--- config.mk ---
export PLATFORM = sky130hd
export DESIGN_NAME = accel_moving_average_change_detect
export DESIGN_NICKNAME = d
export VERILOG_FILES = /design/src/hw/rtl/amacd_pkg.sv /design/src/hw/rtl/accel_moving_average_change_detect.sv /design/src/hw/rtl/amacd_axis.sv
export SDC_FILE = /design/constraint.sdc
export NUM_CORES = 2
export LEC_CHECK = 0
export BUFFER_PORTS_ARGS = -buffer_cell sky130_fd_sc_hd__buf_2
export CAP_MARGIN = 20
export CORE_ASPECT_RATIO = 1.25
export CORE_MARGIN = 4
export CORE_UTILIZATION = 50
export CTS_BUF_LIST = sky130_fd_sc_hd__clkbuf_4 sky130_fd_sc_hd__clkbuf_8 sky130_fd_sc_hd__clkbuf_16
export DETAILED_ROUTE_END_ITERATION = 8
export PLACE_DENSITY = 0.66
export SLEW_MARGIN = 15
export SYNTH_ARGS = -nofsm -noshare
export SYNTH_HDL_FRONTEND = slang
export SYNTH_HIERARCHICAL = 1
export SYNTH_SLANG_ARGS = --single-unit
--- constraint.sdc ---
create_clock -name clk -period 6.5 [get_ports clk]
set_input_delay 1.3 -clock clk [delete_from_list [all_inputs] [get_ports clk]]
set_output_delay 1.3 -clock clk [all_outputs]
set_load 0.02 [all_outputs]
--- src/hw/rtl/amacd_pkg.sv ---
`timescale 1ns / 1ps
// ----------------------------------------------------------------------------
// amacd_pkg
// Shared constants and types for the moving-average change detector.
// ----------------------------------------------------------------------------
package amacd_pkg;

  localparam int WINDOW       = 10;
  localparam int SAMPLE_BITS  = 16;
  localparam int THRESH_BITS  = 15;
  localparam int SLOT_BITS    = $clog2(WINDOW);
  localparam int SUM_BITS     = SAMPLE_BITS + $clog2(WINDOW);
  localparam int LIMIT_BITS   = THRESH_BITS + $clog2(WINDOW);
  localparam int DATA_BITS    = 3 * SAMPLE_BITS;
  localparam int IN_BYTES     = (DATA_BITS + 7) / 8;
  localparam int OUT_BYTES    = 1;

  localparam logic [THRESH_BITS-1:0] THRESH_RESET = THRESH_BITS'(26);
  localparam logic [LIMIT_BITS-1:0]  LIMIT_RESET  =
    LIMIT_BITS'(26 * WINDOW);

  localparam logic OP_SAMPLE = 1'b0;
  localparam logic OP_TICK   = 1'b1;

  typedef logic signed [SAMPLE_BITS-1:0] sample_t;
  typedef logic signed [SUM_BITS-1:0]    sum_t;
  typedef logic        [LIMIT_BITS-1:0]  limit_t;
  typedef logic        [SLOT_BITS-1:0]   slot_t;

  // per-axis control from the top level
  typedef struct packed {
    logic  push;
    logic  tick;
    slot_t slot;
  } axis_ctrl_t;

  // result word, x flag in bit 0
  typedef struct packed {
    logic any_change;
    logic change_z;
    logic change_y;
    logic change_x;
  } flags_t;

endpackage

--- src/hw/rtl/accel_moving_average_change_detect.sv ---
`timescale 1ns / 1ps
// ----------------------------------------------------------------------------
// accel_moving_average_change_detect
// Three-axis moving-average change detector over per-axis sample rings with a shared write slot.
// ----------------------------------------------------------------------------
// A tick word's result goes into the output register, or into the skid when that register is full.
// Throughput: one input word per cycle while the skid is empty; sample words give no result.
// A two-entry output stage (result register plus skid) holds tick results.
// Reset clears rings, window sums, saved sums, write slot and output stage,
// and sets change_threshold to 26 (0.10 in Q8.8).
module accel_moving_average_change_detect (
  input  logic                                clk,
  input  logic                                rst,
  input  logic                                cfg_wr_en,
  input  logic [amacd_pkg::THRESH_BITS-1:0]   cfg_wr_data,
  input  logic                                s_axis_tvalid,
  output logic                                s_axis_tready,
  // accel_x [15:0], accel_y [31:16], accel_z [47:32]
  input  logic [8*amacd_pkg::IN_BYTES-1:0]    s_axis_tdata,
  // op
  input  logic                                s_axis_tuser,
  output logic                                m_axis_tvalid,
  input  logic                                m_axis_tready,
  // change_x [0], change_y [1], change_z [2], any_change [3], zero [7:4]
  output logic [8*amacd_pkg::OUT_BYTES-1:0]   m_axis_tdata
);
  import amacd_pkg::*;

  limit_t     limit;
  slot_t      write_slot;
  axis_ctrl_t ctrl;
  logic       s_fire;
  logic       pop;
  logic [2:0] change;
  flags_t     flags_new;
  flags_t     out_word;
  flags_t     skid_word;
  logic       out_valid;
  logic       skid_valid;

  assign s_axis_tready = !skid_valid;
  assign s_fire        = s_axis_tvalid && s_axis_tready;
  assign pop           = out_valid && m_axis_tready;

  assign ctrl.push = s_fire && (s_axis_tuser == OP_SAMPLE);
  assign ctrl.tick = s_fire && (s_axis_tuser == OP_TICK);
  assign ctrl.slot = write_slot;

  amacd_axis u_axis_x (
    .clk    (clk),
    .rst    (rst),
    .ctrl   (ctrl),
    .sample (s_axis_tdata[SAMPLE_BITS-1:0]),
    .limit  (limit),
    .change (change[0])
  );

  amacd_axis u_axis_y (
    .clk    (clk),
    .rst    (rst),
    .ctrl   (ctrl),
    .sample (s_axis_tdata[2*SAMPLE_BITS-1:SAMPLE_BITS]),
    .limit  (limit),
    .change (change[1])
  );

  amacd_axis u_axis_z (
    .clk    (clk),
    .rst    (rst),
    .ctrl   (ctrl),
    .sample (s_axis_tdata[3*SAMPLE_BITS-1:2*SAMPLE_BITS]),
    .limit  (limit),
    .change (change[2])
  );

  always_comb begin
    flags_new.change_x   = change[0];
    flags_new.change_y   = change[1];
    flags_new.change_z   = change[2];
    flags_new.any_change = |change;
  end

  // threshold kept pre-scaled by the window size
  always_ff @(posedge clk) begin
    if (rst) begin
      limit <= LIMIT_RESET;
    end else if (cfg_wr_en) begin
      limit <= LIMIT_BITS'(cfg_wr_data) * LIMIT_BITS'(WINDOW);
    end
  end

  always_ff @(posedge clk) begin
    if (rst) begin
      write_slot <= '0;
    end else if (ctrl.push) begin
      if (write_slot == SLOT_BITS'(WINDOW - 1)) begin
        write_slot <= '0;
      end else begin
        write_slot <= write_slot + 1'b1;
      end
    end
  end

  // output register plus skid
  always_ff @(posedge clk) begin
    if (rst) begin
      out_valid  <= 1'b0;
      skid_valid <= 1'b0;
    end else if (pop) begin
      if (skid_valid) begin
        out_word   <= skid_word;
        skid_valid <= 1'b0;
      end else if (ctrl.tick) begin
        out_word <= flags_new;
      end else begin
        out_valid <= 1'b0;
      end
    end else if (ctrl.tick) begin
      if (!out_valid) begin
        out_word  <= flags_new;
        out_valid <= 1'b1;
      end else begin
        skid_word  <= flags_new;
        skid_valid <= 1'b1;
      end
    end
  end

  assign m_axis_tvalid = out_valid;
  assign m_axis_tdata  = {(8*OUT_BYTES-4)'(0), out_word};

  a_skid_needs_out: assert property (@(posedge clk) disable iff (rst)
    skid_valid |-> out_valid)
    else $error("skid holds a word while output register is empty");

  a_slot_range: assert property (@(posedge clk) disable iff (rst)
    write_slot <= SLOT_BITS'(WINDOW - 1))
    else $error("write slot out of range");

  a_tick_gives_word: assert property (@(posedge clk) disable iff (rst)
    ctrl.tick |=> out_valid)
    else $error("tick word produced no result");

  a_sample_no_word: assert property (@(posedge clk) disable iff (rst)
    (!ctrl.tick && !pop) |=> (out_valid == $past(out_valid)) &&
                             (skid_valid == $past(skid_valid)))
    else $error("output stage changed without tick or pop");

  a_any_is_or: assert property (@(posedge clk) disable iff (rst)
    out_valid |-> (out_word.any_change ==
                   (out_word.change_x || out_word.change_y || out_word.change_z)))
    else $error("any_change does not match axis flags");

endmodule

--- src/hw/rtl/amacd_axis.sv ---
`timescale 1ns / 1ps
// ----------------------------------------------------------------------------
// amacd_axis
// One axis: sample ring, running window sum, saved sum and change flag.
// ----------------------------------------------------------------------------
module amacd_axis (
  input  logic                  clk,
  input  logic                  rst,
  input  amacd_pkg::axis_ctrl_t ctrl,
  input  amacd_pkg::sample_t    sample,
  input  amacd_pkg::limit_t     limit,
  output logic                  change
);
  import amacd_pkg::*;

  sample_t ring [WINDOW];
  sum_t    sum;
  sum_t    sum_next;
  sum_t    saved;

  logic signed [SUM_BITS:0] diff;
  logic        [SUM_BITS:0] mag;

  assign sum_next = sum - SUM_BITS'(ring[ctrl.slot]) + SUM_BITS'(sample);

  assign diff = {sum[SUM_BITS-1], sum} - {saved[SUM_BITS-1], saved};
  assign mag  = diff[SUM_BITS] ? (SUM_BITS+1)'(-diff) : diff;
  assign change = (mag > (SUM_BITS+1)'(limit));

  always_ff @(posedge clk) begin
    if (rst) begin
      for (int i = 0; i < WINDOW; i++) begin
        ring[i] <= '0;
      end
      sum   <= '0;
      saved <= '0;
    end else begin
      if (ctrl.push) begin
        ring[ctrl.slot] <= sample;
        sum             <= sum_next;
      end
      if (ctrl.tick) begin
        saved <= sum;
      end
    end
  end

endmodule

==> summary.md <==
| Metric | Value |
|---|---|
| Status | `finished clean` |
| Final WL | `112800 µm` |
| Worst VDD drop | `~0.27 mV` |
| CTS H-Tree Depth | `3` |
| Yosys top cell by area | `edfxtp_1` |
| Ys Warns | `6` |
| First-pass GRT wire length | `~180000 µm` |
| Area contributors post-synth | `edfxtp_1 48%, mux4_2 11%, dfxtp_1 5.9%` |
| Clock Latency Late Sink | `650 ps` |
| Commonest cells after routing, fill and taps aside | `776 x edfxtp_1, 696 x nor2_1, 425 x inv_1, 240 x mux4_2, 209 x ha_1` |
| Worst path required time | `6890 ps` |
| P per Cell Area | `399.5 nW/µm²` |
| Setup TNS | `0 ps` |
| Post-cts resize count | `0` |
| Final ANT Viol Nets | `0` |
| Arr. time, crit path | `6090 ps` |
| GP Congestion | `0.8306` |
| Crit end category | `flop` |
| # setup viols final | `0` |
| Share of the synthesized area in the top cell type | `0.4777` |
| Max cap viols | `0` |
| Post-route cell area | `roughly 54000 µm²` |
| Tot GR Track Use | `0.2200` |
| Chip width | `287.4 µm` |
| Core Region | `roughly 96000 µm²` |
| FP Rows | `127` |
| CTS Buf Count | `93` |
| R2R Setup Slk | `around 800 ps` |
| Fmax | `175.5 MHz` |
| Vias | `just over 30000` |
| Count of cell types in the netlist | `110` |
| Detailed Routing Iterations Pass 1 | `5` |
| Reg clk slew, reported paths | `around 60 ps` |
| Hold Buf Count CTS | `0` |
| Initial antenna violation count | `6` |
| Flops & latches, synth | `a little over 900` |
| Grt total ovfl | `0` |
| Worst-Margin Slew | `roughly 1200 ps` |
| Layout cells sized above 1 | `0.1500` |
| Crit Reg-Reg Endpoint | `m_axis_tdata[3]` |
| Clock Skews | `32.81 ps` |
| Number of max-slew violations in the final report | `0` |
| Area Overhead vs Synth | `10.40%` |
| WL/cell | `approximately 21 µm` |
| Max Fanout on Critical Path | `10` |
| Worst hold start | `u_axis_z/saved[8]` |
| Reg2Reg Depth | `21` |
| Syn avg cell area | `12.37 µm²` |
| Largest net degree at the start of global routing | `59` |
| Top_reg_cell synth | `edfxtp_1` |
| Slowest cell on crit path | `or3_1` |
| DRC | `0` |
| Buf/Inv on CP | `1` |
| Most common cell after layout, fill and taps aside | `edfxtp_1` |
| Post-route minimum period | `roughly 5700 ps` |
| Clk sinks | `around 900` |
| Mapped Cells | `3945` |
| Routed vias/inst | `~5.7` |
| CTS tree | `yes` |
| Synth async-reset ratio | `0` |
| Top delay family on crit path | `compound AO/OA/AOI/OAI gates` |
| Worst rel slew slack | `0.2225` |
| Hold WS | `491.3 ps` |
| CP peak stage delay | `440 ps` |
| Hold Vio Cnt, Final | `0` |
| Post-Syn Area | `48780 µm²` |
| Startpoint types | `flop` |
| Nets | `about 4400` |
| Hold EP | `u_axis_z/saved[8]` |
| Worst r2r src | `u_axis_y/sum[0]` |
| Critical path class | `reg -> reg` |
| Starting DRT DRC Count | `2178` |
| I/O Buffers | `between 70 and 80` |
| Initial Utilization | `0.5058` |
| CTS max path bufs | `3` |
| RSZ-0062 raised after global routing | `false` |
| Post-CTS setup buffers | `0` |
| Number of top-level pins | `79` |
| Die Area | `102700 µm²` |
| Path category of the worst min-delay check | `reg -> reg` |
| Vias in the first global route | `30830` |
| Final Cycle Share | `0.8767` |
| Post-synth EDFFs | `776` |
| Area post-placement | `50750 µm²` |
| Die height | `357.2 µm` |
| DP HPWL | `78990 µm` |
| Worst path cell trace | `inv_1 > ha_1 > fa_1 > nor2b_1 > o2111ai_1 > a31oi_1 > a21oi_1 > o31ai_1 > a21o_1 > and2_1 > nor2_1 > xnor2_1 > ha_1 > a21o_1 > a211o_1 > a2111oi_0 > o21ai_0 > o31ai_1 > o211ai_1 > or3_1 > mux2_2` |
| Seq/Total Area, Yosys | `0.5368` |
| Root Driver | `clkbuf_16` |
| Leakage | `approximately 0.020 µW` |
| Hold depth | `2` |
[worst max path at each step]
stage                                from                to  slack, ps  depth (start not counted)
final                     u_axis_y/sum[0]   m_axis_tdata[3]        800                         21
after global routing      u_axis_y/sum[0]   m_axis_tdata[3]        310                         24
after CTS                   write_slot[0]  u_axis_y/sum[19]        830                         15
after detailed placement  u_axis_z/sum[0]   m_axis_tdata[3]        860                         24
after global placement      write_slot[0]  u_axis_y/sum[19]        930                         15
after floorplan             write_slot[0]  u_axis_z/sum[19]        980                         18
[area by class of cell]
| cell class | instances | area (µm²) |
|---|---|---|
| Multi-Input combinational cell | 2450 | 20430 |
| Tap cell | 1290 | 1614 |
| Sequential cell | 920 | 26200 |
| Timing Repair Buffer | 141 | 920.9 |
| Fill cell | 8023 | 42600 |
| Clock inverter | 35 | 381.6 |
| Antenna cell | 5 | 12.51 |
| Inverter | 426 | 1600 |
| Clock buffer | 136 | 2703 |
[where the power goes]
group          switching (µW)  internal [µW]  leakage (µW)
clock                    2250           3110       0.00155
sequential                204           6670       0.00895
combinational            5190           4090       0.00951
[stage by stage]
| step | utilization | setup slack (ps) | cells | total power, µW |
|---|---|---|---|---|
| after floorplan | - | 984.6 | 3951 | 14320 |
| after global placement | 0.5262 | 928.9 | 5226 | 16100 |
| after detailed placement | 0.5262 | 859.2 | 5226 | 16230 |
| after CTS | 0.5581 | 833.0 | 5397 | 21650 |
| after global routing | 0.5583 | 314.0 | 5398 | 23150 |
| final | 0.5584 | 801.3 | 5403 | 21510 |
[cells in the mapped netlist, drive strengths merged, types with 55 or more instances]
library cell	number
mux4	240
dfxtp	144
nor2	700
ha	209
fa	61
nand3	55
o21ai	86
nand2	169
clkbuf	120
a21oi	109
xnor2	81
inv	426
mux2i	103
edfxtp	776
nand2b	66
xor2	61
[tightest hold or removal path, stage by stage (launching register included)]
cell,delay (ps)
dfxtp_1,320
mux2i_1,60
nor2_1,70
[cells by family after synthesis]
logic type / count (synthesis) / synth area share
multiplexers: 352 / 0.1340
buffers and inverters: 581 / 0.04529
other: 1 / 0.00007687
AO/OA/AOI/OAI: 466 / 0.06746
adder cells (fa/ha/maj): 270 / 0.07864
XOR/XNOR: 142 / 0.02565
AND/OR/NAND/NOR: 1213 / 0.1121
flip-flops: 920 / 0.5368
[flip-flops by register name, summed over array words and instances (netlist names), 4 cells and up]
signal and cells:
u_axis_x/ring 256, u_axis_y/ring 256, u_axis_z/ring 256, u_axis_x/saved 20
u_axis_x/sum 20, u_axis_y/saved 20, u_axis_y/sum 20, u_axis_z/saved 20
u_axis_z/sum 20, limit 18, m_axis_tdata 4, skid_word 4
write_slot 4
[layer usage]
metal	track usage	part of all wire
met1	0.2766	0.40
met2	0.3955	0.52
met3	0.02862	0.051
met4	0.07015	0.032
met5	0	0.000071
Power figures use the tool's default switching activity.
